--- config.mk ---
export PLATFORM = sky130hd
export DESIGN_NAME = http_header_line_parser
export DESIGN_NICKNAME = d
export VERILOG_FILES = /design/src/design/hhlp_pkg.sv /design/src/design/hhlp_fifo.sv /design/src/design/hhlp_front.sv /design/src/design/hhlp_back.sv /design/src/design/http_header_line_parser.sv
export SDC_FILE = /design/constraint.sdc
export NUM_CORES = 1
export LEC_CHECK = 0
export CAP_MARGIN = 20
export CORE_ASPECT_RATIO = 0.7
export CORE_MARGIN = 4
export CORE_UTILIZATION = 25
export CTS_BUF_LIST = sky130_fd_sc_hd__clkbuf_4 sky130_fd_sc_hd__clkbuf_8 sky130_fd_sc_hd__clkbuf_16
export CTS_CLUSTER_SIZE = 16
export DETAILED_ROUTE_END_ITERATION = 7
export DONT_BUFFER_PORTS = 1
export SLEW_MARGIN = 20
export SYNTH_ARGS = -nofsm -noshare
export SYNTH_HDL_FRONTEND = slang
export SYNTH_HIERARCHICAL = 1
export SYNTH_SLANG_ARGS = --single-unit
--- constraint.sdc ---
create_clock -name clock -period 4.15 [get_ports clock]
set_input_delay 0.2075 -clock clock [delete_from_list [all_inputs] [get_ports clock]]
set_output_delay 0.2075 -clock clock [all_outputs]
set_load 0.02 [all_outputs]
--- src/design/hhlp_pkg.sv ---
// shared types, codes and helpers of the http header line parser
// no dependencies; imported by the front, back and top modules of the block
package hhlp_pkg;

   // result status codes
   localparam logic [2:0] ST_MORE      = 3'd0;
   localparam logic [2:0] ST_LINE      = 3'd1;
   localparam logic [2:0] ST_HEADERS   = 3'd2;
   localparam logic [2:0] ST_BAD       = 3'd3;
   localparam logic [2:0] ST_NAME_LONG = 3'd4;
   localparam logic [2:0] ST_NO_LENGTH = 3'd5;

   // character class codes
   localparam logic [1:0] CLS_NONE  = 2'd0;
   localparam logic [1:0] CLS_NAME  = 2'd1;
   localparam logic [1:0] CLS_VALUE = 2'd2;

   localparam logic [3:0] CL_NAME_LEN = 4'd14;
   localparam logic [4:0] CL_DIGITS_MAX = 5'd20;

   // one-hot line phase
   typedef enum logic [6:0] {
      PH_START      = 7'b0000001,
      PH_NAME       = 7'b0000010,
      PH_SP_BEFORE  = 7'b0000100,
      PH_VALUE      = 7'b0001000,
      PH_SP_AFTER   = 7'b0010000,
      PH_ALMOST     = 7'b0100000,
      PH_HDR_ALMOST = 7'b1000000
   } phase_type;

   // classified byte passed from front to back
   typedef struct packed {
      logic [7:0] raw;
      logic [7:0] name_ch;   // lower-cased name byte, zero if not a name byte
      logic       is_name;
      logic       is_colon;
      logic       is_cr;
      logic       is_lf;
      logic       is_space;
      logic       is_digit;
      logic [3:0] digit;
   } class_type;

   typedef struct packed {
      logic [2:0]  status;
      logic [1:0]  char_class;
      logic [7:0]  out_char;
      logic        length_present;
      logic [63:0] length_value;
   } result_type;

   // letters of "content-length"
   function automatic logic [7:0] cl_name_char(input logic [3:0] idx);
      logic [7:0] c;
      unique case (idx)
         4'd0:    c = "c";
         4'd1:    c = "o";
         4'd2:    c = "n";
         4'd3:    c = "t";
         4'd4:    c = "e";
         4'd5:    c = "n";
         4'd6:    c = "t";
         4'd7:    c = "-";
         4'd8:    c = "l";
         4'd9:    c = "e";
         4'd10:   c = "n";
         4'd11:   c = "g";
         4'd12:   c = "t";
         4'd13:   c = "h";
         default: c = 8'd0;
      endcase
      return c;
   endfunction

   function automatic logic [7:0] name_char(input logic [7:0] b);
      logic [7:0] c;
      c = 8'd0;
      if (b >= "a" && b <= "z") c = b;
      else if (b >= "A" && b <= "Z") c = b + 8'd32;
      else if (b >= "0" && b <= "9") c = b;
      else if (b == "-") c = b;
      return c;
   endfunction

endpackage

--- src/design/hhlp_fifo.sv ---
// small register queue used between the parser stages and for the results
// no package dependencies
module hhlp_fifo #(
   parameter int WIDTH = 8,
   parameter int DEPTH = 2
) (
   input  logic             clock,
   input  logic             reset,
   input  logic             push,
   input  logic [WIDTH-1:0] wr_data,
   output logic             full,
   input  logic             pop,
   output logic [WIDTH-1:0] rd_data,
   output logic             empty
);
   localparam int PTR_W = (DEPTH > 1) ? $clog2(DEPTH) : 1;
   localparam int CNT_W = $clog2(DEPTH + 1);

   logic [WIDTH-1:0] mem [DEPTH];
   logic [PTR_W-1:0] wr_ptr_ff, wr_ptr_in, rd_ptr_ff, rd_ptr_in;
   logic [CNT_W-1:0] cnt_ff, cnt_in;
   logic             do_push, do_pop;

   assign full    = (cnt_ff == CNT_W'(DEPTH));
   assign empty   = (cnt_ff == '0);
   assign do_push = push && !full;
   assign do_pop  = pop && !empty;
   assign rd_data = mem[rd_ptr_ff];

   always_comb begin
      wr_ptr_in = wr_ptr_ff;
      rd_ptr_in = rd_ptr_ff;
      cnt_in    = cnt_ff;
      if (do_push) begin
         wr_ptr_in = (wr_ptr_ff == PTR_W'(DEPTH - 1)) ? '0 : wr_ptr_ff + 1'b1;
      end
      if (do_pop) begin
         rd_ptr_in = (rd_ptr_ff == PTR_W'(DEPTH - 1)) ? '0 : rd_ptr_ff + 1'b1;
      end
      if (do_push && !do_pop) cnt_in = cnt_ff + 1'b1;
      else if (do_pop && !do_push) cnt_in = cnt_ff - 1'b1;
   end

   always_ff @(posedge clock) begin
      if (do_push) mem[wr_ptr_ff] <= wr_data;
   end

   always_ff @(posedge clock) begin
      if (reset) begin
         wr_ptr_ff <= '0;
         rd_ptr_ff <= '0;
         cnt_ff    <= '0;
      end else begin
         wr_ptr_ff <= wr_ptr_in;
         rd_ptr_ff <= rd_ptr_in;
         cnt_ff    <= cnt_in;
      end
   end
endmodule

--- src/design/hhlp_front.sv ---
// front stage: takes raw header bytes, classifies them, queues them for the back
// depends on hhlp_pkg and hhlp_fifo
module hhlp_front (
   input  logic                  clock,
   input  logic                  reset,
   input  logic                  push,
   input  logic [7:0]            data_byte,
   output logic                  full,
   output logic                  item_valid,
   input  logic                  item_pop,
   output hhlp_pkg::class_type   item
);
   import hhlp_pkg::*;

   class_type cls;
   logic      q_empty;

   always_comb begin
      cls          = '0;
      cls.raw      = data_byte;
      cls.name_ch  = name_char(data_byte);
      cls.is_name  = (cls.name_ch != 8'd0);
      cls.is_colon = (data_byte == ":");
      cls.is_cr    = (data_byte == 8'h0d);
      cls.is_lf    = (data_byte == 8'h0a);
      cls.is_space = (data_byte == " ");
      cls.is_digit = (data_byte >= "0") && (data_byte <= "9");
      cls.digit    = data_byte[3:0];
   end

   hhlp_fifo #(
      .WIDTH ($bits(class_type)),
      .DEPTH (2)
   ) u_queue (
      .clock   (clock),
      .reset   (reset),
      .push    (push),
      .wr_data (cls),
      .full    (full),
      .pop     (item_pop),
      .rd_data (item),
      .empty   (q_empty)
   );

   assign item_valid = !q_empty;
endmodule

--- src/design/hhlp_back.sv ---
// back stage: header line state machine and content-length accumulator
// depends on hhlp_pkg
module hhlp_back #(
   parameter int NAME_MAX  = 256,
   parameter int VALUE_MAX = 4096
) (
   input  logic                   clock,
   input  logic                   reset,
   input  logic                   request_is_post,
   input  logic                   in_valid,
   input  hhlp_pkg::class_type    in_item,
   output logic                   in_pop,
   input  logic                   out_full,
   output logic                   out_push,
   output hhlp_pkg::result_type   out_item
);
   import hhlp_pkg::*;

   localparam int NAME_CNT_W  = $clog2(NAME_MAX);
   localparam int VALUE_CNT_W = $clog2(VALUE_MAX);

   phase_type              phase_ff, phase_in;
   logic [NAME_CNT_W-1:0]  name_cnt_ff, name_cnt_in;
   logic                   match_ff, match_in;
   logic [VALUE_CNT_W-1:0] value_cnt_ff, value_cnt_in;
   logic                   all_dig_ff, all_dig_in;
   logic                   ovf_ff, ovf_in;
   logic [63:0]            accum_ff, accum_in;
   logic                   seen_ff, seen_in;
   logic [63:0]            saved_ff, saved_in;

   logic                   fire;
   logic [67:0]            accum_x10;
   logic [2:0]             status;
   logic [1:0]             cls;
   logic [7:0]             ch;
   logic                   do_name, do_value, do_line, do_headers, start_name;

   assign fire     = in_valid && !out_full;
   assign in_pop   = fire;
   assign out_push = fire;

   // accum * 10 + digit as shift-add; a carry past bit 63 means overflow
   assign accum_x10 = {1'b0, accum_ff, 3'b000} + {3'b000, accum_ff, 1'b0}
                    + {64'd0, in_item.digit};

   always_comb begin
      phase_in     = phase_ff;
      name_cnt_in  = name_cnt_ff;
      match_in     = match_ff;
      value_cnt_in = value_cnt_ff;
      all_dig_in   = all_dig_ff;
      ovf_in       = ovf_ff;
      accum_in     = accum_ff;
      seen_in      = seen_ff;
      saved_in     = saved_ff;
      status       = ST_MORE;
      cls          = CLS_NONE;
      ch           = 8'd0;
      do_name      = 1'b0;
      do_value     = 1'b0;
      do_line      = 1'b0;
      do_headers   = 1'b0;
      start_name   = 1'b0;

      unique case (phase_ff) inside
         PH_NAME: begin
            if (in_item.is_name) do_name = 1'b1;
            else if (in_item.is_colon) phase_in = PH_SP_BEFORE;
            else if (in_item.is_cr) phase_in = PH_ALMOST;
            else if (in_item.is_lf) do_line = 1'b1;
            else status = ST_BAD;
         end
         PH_SP_BEFORE, PH_VALUE, PH_SP_AFTER: begin
            if (in_item.is_space) begin
               if (phase_ff == PH_VALUE) phase_in = PH_SP_AFTER;
            end else if (in_item.is_cr) begin
               phase_in = PH_ALMOST;
            end else if (in_item.is_lf) begin
               do_line = 1'b1;
            end else begin
               do_value = 1'b1;
               phase_in = PH_VALUE;
            end
         end
         PH_ALMOST: begin
            if (in_item.is_lf) do_line = 1'b1;
            else if (!in_item.is_cr) status = ST_BAD;
         end
         PH_HDR_ALMOST: begin
            if (in_item.is_lf) do_headers = 1'b1;
            else status = ST_BAD;
         end
         default: begin
            // start of line, also taken for any stray code
            if (in_item.is_cr) phase_in = PH_HDR_ALMOST;
            else if (in_item.is_lf) do_headers = 1'b1;
            else if (!in_item.is_name) status = ST_BAD;
            else begin
               do_name    = 1'b1;
               start_name = 1'b1;
            end
         end
      endcase

      if (do_name) begin
         if (name_cnt_ff >= NAME_CNT_W'(NAME_MAX - 1)) begin
            status = ST_NAME_LONG;
         end else begin
            if (name_cnt_ff >= NAME_CNT_W'(CL_NAME_LEN) ||
                cl_name_char(name_cnt_ff[3:0]) != in_item.name_ch) begin
               match_in = 1'b0;
            end
            name_cnt_in = name_cnt_ff + 1'b1;
            cls         = CLS_NAME;
            ch          = in_item.name_ch;
            if (start_name) phase_in = PH_NAME;
         end
      end

      // value bytes past the limit are dropped
      if (do_value && value_cnt_ff < VALUE_CNT_W'(VALUE_MAX - 1)) begin
         value_cnt_in = value_cnt_ff + 1'b1;
         cls          = CLS_VALUE;
         ch           = in_item.raw;
         if (in_item.is_digit) begin
            if (!ovf_ff) begin
               if (accum_x10[67:64] != 4'd0) ovf_in = 1'b1;
               else accum_in = accum_x10[63:0];
            end
         end else begin
            all_dig_in = 1'b0;
         end
      end

      if (do_line) begin
         if (match_ff && name_cnt_ff == NAME_CNT_W'(CL_NAME_LEN) &&
             (value_cnt_ff == '0 || value_cnt_ff > VALUE_CNT_W'(CL_DIGITS_MAX) ||
              !all_dig_ff || ovf_ff)) begin
            status = ST_BAD;
         end else begin
            if (match_ff && name_cnt_ff == NAME_CNT_W'(CL_NAME_LEN)) begin
               seen_in  = 1'b1;
               saved_in = accum_ff;
            end
            status = ST_LINE;
         end
      end

      if (do_headers) begin
         if (request_is_post && !seen_ff) status = ST_NO_LENGTH;
         else status = ST_HEADERS;
      end

      // end of line, end of request or error: per-line state back to reset values
      if (status != ST_MORE) begin
         phase_in     = PH_START;
         name_cnt_in  = '0;
         match_in     = 1'b1;
         value_cnt_in = '0;
         all_dig_in   = 1'b1;
         ovf_in       = 1'b0;
         accum_in     = 64'd0;
      end

      if (status == ST_HEADERS || status >= ST_BAD) seen_in = 1'b0;

      if (status >= ST_BAD) begin
         cls = CLS_NONE;
         ch  = 8'd0;
      end

      out_item.status         = status;
      out_item.char_class     = cls;
      out_item.out_char       = ch;
      out_item.length_present = seen_in;
      out_item.length_value   = saved_in;
   end

   always_ff @(posedge clock) begin
      if (reset) begin
         phase_ff     <= PH_START;
         name_cnt_ff  <= '0;
         match_ff     <= 1'b1;
         value_cnt_ff <= '0;
         all_dig_ff   <= 1'b1;
         ovf_ff       <= 1'b0;
         accum_ff     <= 64'd0;
         seen_ff      <= 1'b0;
         saved_ff     <= 64'd0;
      end else if (fire) begin
         phase_ff     <= phase_in;
         name_cnt_ff  <= name_cnt_in;
         match_ff     <= match_in;
         value_cnt_ff <= value_cnt_in;
         all_dig_ff   <= all_dig_in;
         ovf_ff       <= ovf_in;
         accum_ff     <= accum_in;
         seen_ff      <= seen_in;
         saved_ff     <= saved_in;
      end
   end
endmodule

--- src/design/http_header_line_parser.sv ---
// http header line parser: one byte in, one status item out, one byte per cycle unless stalled
// order: front queue register, then the back pushes the result into the result queue
// throughput: one item per cycle while the result queue has room, set by the line state
// machine in the back stage with its shift-add content-length accumulate
// reset: synchronous; empties both queues, returns to start of line, clears flags, length
// and the post flag
module http_header_line_parser #(
   parameter int NAME_MAX  = 256,
   parameter int VALUE_MAX = 4096
) (
   input  logic        clock,
   input  logic        reset,
   // byte input, queue style
   input  logic        req_push,
   input  logic [7:0]  req_data_byte,
   output logic        req_full,
   // results, queue style
   output logic        rsp_empty,
   input  logic        rsp_pop,
   output logic [2:0]  rsp_status,
   output logic [1:0]  rsp_char_class,
   output logic [7:0]  rsp_out_char,
   output logic        rsp_length_present,
   output logic [63:0] rsp_length_value,
   // request method flag
   input  logic        csr_wr_en,
   input  logic        csr_wr_data
);
   import hhlp_pkg::*;

   logic       post_ff, post_in;
   logic       mid_valid, mid_pop;
   class_type  mid_item;
   logic       res_full, res_push;
   result_type res_item, rsp_item;

   // post flag; the user writes it only while the parser is idle, the block does not enforce this
   assign post_in = csr_wr_en ? csr_wr_data : post_ff;

   always_ff @(posedge clock) begin
      if (reset) post_ff <= 1'b0;
      else post_ff <= post_in;
   end

   // front: byte classifier and a two-entry queue toward the back
   hhlp_front u_front (
      .clock      (clock),
      .reset      (reset),
      .push       (req_push),
      .data_byte  (req_data_byte),
      .full       (req_full),
      .item_valid (mid_valid),
      .item_pop   (mid_pop),
      .item       (mid_item)
   );

   // back: line state machine, name match, value count and length accumulate
   hhlp_back #(
      .NAME_MAX  (NAME_MAX),
      .VALUE_MAX (VALUE_MAX)
   ) u_back (
      .clock           (clock),
      .reset           (reset),
      .request_is_post (post_ff),
      .in_valid        (mid_valid),
      .in_item         (mid_item),
      .in_pop          (mid_pop),
      .out_full        (res_full),
      .out_push        (res_push),
      .out_item        (res_item)
   );

   // two-entry result queue keeps the back running while the consumer stalls, until it fills
   hhlp_fifo #(
      .WIDTH ($bits(result_type)),
      .DEPTH (2)
   ) u_rsp_queue (
      .clock   (clock),
      .reset   (reset),
      .push    (res_push),
      .wr_data (res_item),
      .full    (res_full),
      .pop     (rsp_pop),
      .rd_data (rsp_item),
      .empty   (rsp_empty)
   );

   assign rsp_status         = rsp_item.status;
   assign rsp_char_class     = rsp_item.char_class;
   assign rsp_out_char       = rsp_item.out_char;
   assign rsp_length_present = rsp_item.length_present;
   assign rsp_length_value   = rsp_item.length_value;

   // status codes stay in their defined range
   a_status_range: assert property (@(posedge clock) disable iff (reset)
      !rsp_empty |-> rsp_status <= ST_NO_LENGTH)
      else $error("status code out of range");

   // a character is only reported on a byte that did not end or fail the line
   a_char_only_more: assert property (@(posedge clock) disable iff (reset)
      (!rsp_empty && rsp_char_class != CLS_NONE) |-> rsp_status == ST_MORE)
      else $error("character reported with a final status");

   // end of headers and errors drop the length flag of the request
   a_flag_cleared: assert property (@(posedge clock) disable iff (reset)
      (!rsp_empty && (rsp_status == ST_HEADERS || rsp_status >= ST_BAD))
      |-> !rsp_length_present)
      else $error("length flag kept past end of request");

   // name characters come out lower-cased and nonzero
   a_name_lower: assert property (@(posedge clock) disable iff (reset)
      (!rsp_empty && rsp_char_class == CLS_NAME)
      |-> (rsp_out_char != 8'd0 && !(rsp_out_char >= "A" && rsp_out_char <= "Z")))
      else $error("name character not lower-cased");
endmodule
* Yosys cells after proc, flatten, opt, wreduce, memory -nomap -nowiden
Memories as Yosys holds them, arrays and structs flattened. A register that Yosys moved wholly into a read port is not among the register bits.
Index checks and enable logic that the tools add are counted.
Widths: inputs -> output; s select.
** Operators by class
- Equality and inequality tests :: 20
- $add $sub $neg :: 13
- Magnitude comparators :: 11
- Reductions and logical operators :: 54
- Multiplexer cells :: 106
** Operators with widths (count)
- $mux 64 :: 8
- $mux 8 :: 13
- $mux 7 :: 12
- $add 67x65->68 :: 1
- $add 68x4->68 :: 1
- $mux 1 :: 42
- $mux 3 :: 10
- $eq 8x4->1 const B :: 3
- $eq 8x6->1 const B :: 3
- $mux 12 :: 2
- $mux 2 :: 12
- $pmux 7 s3 :: 1
- $ge 8x7->1 const B :: 2
- $le 8x7->1 const B :: 2
- $logic_and 1x1->1 :: 16
- $add 12x1->12 const B :: 1
- $gt 12x5->1 const B :: 1
- $logic_not 12->1 :: 1
- $lt 12x12->1 const B :: 1
- $pmux 3 s4 :: 1
- $reduce_bool 2->1 :: 6
- $logic_not 1->1 :: 10
- $reduce_or 5->1 :: 2
- $reduce_and 3->1 :: 3
- 35 further kinds :: 50
** Word-level totals
- Memories :: 3
- Register bits :: 168
- Input bits :: 14
- Word-level logic and storage cells :: 223
- Output and inout bits :: 80
- Memory bits (writable) :: 208
- Memory bits (read-only) :: 112
** Memory list
- u_rsp_queue.mem :: depth 2, width 78, read ports 1, clocked after Yosys merged registers in 1, wr ports 1, line hhlp_fifo.sv:19 : logic [WIDTH-1:0] mem [DEPTH];
- (no name shown) :: depth 16, width 7, read ports 1, clocked after Yosys merged registers in 1, wr ports 0, line hhlp_pkg.sv:56 : unique case (idx)
- u_front.u_queue.mem :: depth 2, width 26, read ports 1, clocked after Yosys merged registers in 1, wr ports 1, line hhlp_fifo.sv:19

* Depth between registers and ports, before layout
- Depth after elaboration :: 14
- Mapped depth :: 19
- Mapped depth without buffers :: 15

* By module
Netlist, hierarchy kept.
** By module, submodules not included
- hhlp_back :: sequential area each 3323.2 um^2, area each 12310.6 um^2, instances 1, cells an instance 1487
- hhlp_fifo at u_rsp_queue :: sequential area each 4784.6 um^2, area each 5925.7 um^2, instances 1, cells an instance 268
- hhlp_fifo at u_front.u_queue :: sequential area each 1661.6 um^2, area each 2092.0 um^2, instances 1, cells an instance 106
- hhlp_front :: sequential area each 0.0 um^2, area each 331.6 um^2, instances 1, cells an instance 47
- http_header_line_parser :: sequential area each 20.0 um^2, area each 33.8 um^2, instances 1, cells an instance 3

* Worst setup path after synthesis
No wires, ideal clock.
- Kind :: flip-flop to flip-flop
- From :: register (tool-made name)
- To :: register u_back.accum_ff[63]
- Buffers on the path :: 3
- Data arrival time :: 4.335 ns
- Data required time :: 4.091 ns
- Cell stages (with the launch flop) :: 19
- Path slack :: -0.244 ns
- Library setup time :: 0.059 ns
- Clock period less this slack :: 4.394 ns
- Cells stage by stage :: dfxtp_1 > buf_2 > buf_4 > mux2_2 > ha_1 > ha_1 > inv_1 > fa_1 > nand2b_1 > a21oi_1 > o21a_1 > o21ai_1 > a2111oi_1 > o31ai_1 > a221oi_2 > o221ai_2 > nor4_4 > buf_6 > a22o_1
** RTL lines
- to (signal assigned) :: line hhlp_back.sv:198 : accum_ff <= accum_in;
- to (decl) :: line hhlp_back.sv:28 : logic [63:0] accum_ff, accum_in;

==> impl_summary.log <==
INFO  metric p_sw_share = roughly 34%
INFO  metric postSynthCellCount = 1911
INFO  metric final_area = 24100 µm²
INFO  metric diodes = 0
INFO  metric fin_nets = approximately 2100
INFO  metric final_period_minus_worst_setup_slack = 4.17 ns
INFO  metric share_of_post_route_cells_with_drive_strength_above_1 = 19.8%
INFO  metric drc_errors_left = 0
INFO  metric floorplan.rows = 87
INFO  metric synthMostInstantiatedCell = nor2_1
INFO  metric rsz0062_at_grt = true
INFO  metric vias_in_the_first_global_route = 13800
INFO  metric max_stage_delay = approximately 0.42 ns
INFO  metric finalHoldViolCount = 0
INFO  metric post-route-util = 29.6%
INFO  metric synth-seq-area-share = 47.3%
INFO  metric start_kind = flop
INFO  metric mappedNetlistNets = 2069
INFO  metric synthesis.area = about 21000 µm²
INFO  metric power-per-cell-area = 585 nW/µm²
INFO  metric grt.total_usage = 11.9%
INFO  metric layout-area-overhead-vs-synth = 16.5%
INFO  metric detailed_place.area = 22000 µm²
INFO  metric setup_tns = -0.0409 ns
INFO  metric fmax = between 0.2 and 0.25 GHz
INFO  metric p_leak = around 9.4 nW
INFO  metric io_buffer_count = 0
INFO  metric combinationalPowerShare = 32.7%
INFO  metric worst_setup_path_type = flop to flop
INFO  metric finalSetupViolCount = 6
INFO  metric clock_skew = between 0.03 and 0.04 ns
INFO  metric synth-edff-count = 208
INFO  metric place.detailed.hpwl = 36700 µm
INFO  metric synthTopCellsByCount = nor2_1, edfxtp_1, dfxtp_1, mux2_2, ha_1
INFO  metric timing_worst_slew_pin_value = ~1.0 ns
INFO  metric ir_drop = 0.310 mV
INFO  metric violated_checks = negative setup slack
INFO  metric critical_path.endpoint_type = flop
INFO  metric postRouteAntennaNets = 0
INFO  metric cts.reportedPaths.clkPinSlew = 0.06 ns
INFO  metric num_io_pins = 94
INFO  metric worstHoldPathType = input pin to flop
INFO  metric final_cells = 3058
INFO  metric data_required_time_at_the_worst_endpoint = 4.60 ns
INFO  metric synth-async-reset-ratio = 0%
INFO  metric final_estimated_routing_congestion_in_global_placement = 0.886
INFO  metric synth_top_cell_area_share = 30.2%
INFO  metric tritoncts.num_buffers = 41
INFO  metric slew_violations = 0
INFO  metric routed-via-count = 14900
INFO  metric cp_max_fo = 10
INFO  metric die-width = around 350 µm
INFO  metric maximum_buffer_depth_of_the_clock_tree = 3
INFO  metric die_h = 249 µm
INFO  metric reported_max_cap_violation_count = 0
INFO  metric numClockSinks = 385
INFO  metric placement.setup.worst_slack = -0.115 ns
INFO  metric crit_path_top_delay_cell = or4_4
INFO  metric p_seq_share = 40.4%
INFO  metric insertion_delay = 0.57 ns
INFO  metric design_internal_power = between 9 and 10 mW
INFO  metric critPathMostFrequentCell = buf_4
INFO  metric dominantRegCellSynth = edfxtp_1
INFO  metric tritoncts = built
INFO  metric cts_max_level = 2
INFO  metric result_of_the_run = complete, but fails checks
INFO  metric globalRoute.totalOverflow = 0
INFO  metric post-layout-total-power = between 10 and 15 mW
INFO  metric synth.avg_cell_area = around 11 µm²
INFO  metric die_area = 87500 µm²
INFO  metric synth_top_area_cell = edfxtp_1
INFO  metric global_route_wire_length_before_repair = 83600 µm
INFO  metric slew_headroom = 31.9%
INFO  metric start_util = between 20% and 30%
INFO  metric worst_setup_slack_after_layout = -0.0186 ns
INFO  metric worstPathCellList = buf_4 -> buf_4 -> mux2_2 -> ha_4 -> ha_4 -> inv_1 -> fa_2 -> nand2b_4 -> a21oi_4 -> o21a_1 -> o21ai_2 -> a2111oi_4 -> or4_4 -> a221oi_2 -> o221ai_2 -> buf_4 -> o31a_4 -> buf_12 -> clkbuf_16 -> a22o_1
INFO  metric n_fill_cell = 8288
INFO  metric dp_cells = 2948
INFO  metric synthDistinctLibCells = 89
INFO  metric drt_pass1_iterations = 5
INFO  metric post_drt_via_cell_ratio = about 4.9
INFO  metric synth.top_cells.by_area = edfxtp_1, dfxtp_1, ha_1, mux2_2, nor2_1
INFO  metric cp_data_arrival_time = 4.62 ns
INFO  metric post_route_fraction_of_the_period_consumed_by_the_critical_path = 100%
INFO  metric total_wire_length = roughly 54000 µm
INFO  metric power.net_switching = roughly 4.9 mW
INFO  metric drt_iter0_markers = 1388
INFO  metric clock_power_share = 26.8%
INFO  metric grt_max_degree = 86
INFO  metric ys.warnings.count = 6
INFO  metric routed_wire_length_per_instance = roughly 18 µm
INFO  metric grt_antenna_before_repair = 0
INFO  metric synth.ff_latch_count = just under 400
INFO  metric clockRootBuffer = clkbuf_16
INFO  metric core_region_area = 81300 µm²
INFO  metric finalHoldWorstSlack = 0.0429 ns
-- sequential cells by signal, summed over array words and instances, names as in the netlist, 2 cells and up, named ones only --
| signal | cells |
|---|---|
| u_back/accum_ff | 64 |
| u_back/name_cnt_ff | 8 |
| u_back/phase_ff | 7 |
| u_back/saved_ff | 64 |
| u_back/value_cnt_ff | 12 |
| u_front/u_queue/cnt_ff | 2 |
| u_front/u_queue/mem | 52 |
| u_rsp_queue/cnt_ff | 2 |
| u_rsp_queue/mem | 156 |
-- cell type report --
type	count	area [µm²]	share of cell area [%]
well taps	1068	1340	5.54
inverters	48	181	0.753
repair buffers	102	1070	4.43
flip-flops and latches	385	9800	40.6
clock buffers	61	1220	5.08
multi-input cells	1380	10300	42.9
clock inverters	14	166	0.690
-- worst paths after layout --
check | start | to | slack (ns) | cells past startpoint
hold / removal | reset | u_front/u_queue/cnt_ff[0] | 0.04 | 2
setup reg to reg | flop | u_back/accum_ff[6] | -0.02 | 20
hold reg to reg | u_back/match_ff | u_back/match_ff | 0.44 | 2
setup / recovery | flop | u_back/accum_ff[6] | -0.02 | 20
-- critical path: cells and delay by family (launching register included) --
kind	cells	cell delay (ns)
fa+ha+maj	3	0.54
compound gates	8	1.48
mux	1	0.36
flops	1	0.34
simple gates	2	0.56
buf+inv	6	0.77
-- cells by family (layout without fill, tap and decap cells) --
| family | Yosys count | in the layout | synth area share [%] |
|---|---|---|---|
| AO/OA/AOI/OAI | 426 | 426 | 14.1 |
| XOR/XNOR | 84 | 84 | 3.56 |
| adder cells (fa/ha/maj) | 144 | 144 | 8.78 |
| buffers and inverters | 146 | 225 | 3.86 |
| flip-flops | 385 | 385 | 47.3 |
| multiplexers | 176 | 176 | 9.91 |
| AND/OR/NAND/NOR | 550 | 550 | 12.5 |
-- power groups by stage --
stage                     Combinational [mW]  Sequential [mW]  Clock, mW
after floorplan                         3.51             5.68          0
after global placement                  4.53             5.75          0
after detailed placement                4.56             5.79          0
after CTS                               4.70             5.72       3.89
after global routing                    5.10             5.82       4.05
final                                   4.61             5.70       3.79
-- layout by cell type, fill, tap and decap left out, types with 45 or more instances in the layout --
cell type  instances
a21oi_1          103
a22o_1            69
buf_4             71
clkbuf_16         45
dfxtp_1          173
edfxtp_1         208
ha_1             137
mux2_2           148
nand2_1           96
nor2_1           217
nor3_1            94
o21ai_0           65
xnor2_1           50
-- routing by layer --
layer / share of wire [%] / routed length (µm) / vias to the layer above / GRT usage [%]
li1: - / - / 7216 / -
met4: 1.3 / 712 / 0 / 2.37
met1: 52 / 28100 / 7253 / 19.0
met2: 40 / 21400 / 374 / 16.1
met5: 0 / 0 / - / 0
met3: 6.9 / 3740 / 45 / 2.81
-- what timing repair did --
item | CTS | global route
buffers inserted | 12 | 6
endpoints found under the setup margin | 64 | 64
pin swaps | 18 | 18
endpoints found under the hold margin | 135 | 0
cloned | 4 | 3
hold buffers | 13 | 0
resized for setup | 35 | 23
Power figures use the tool's default switching activity.
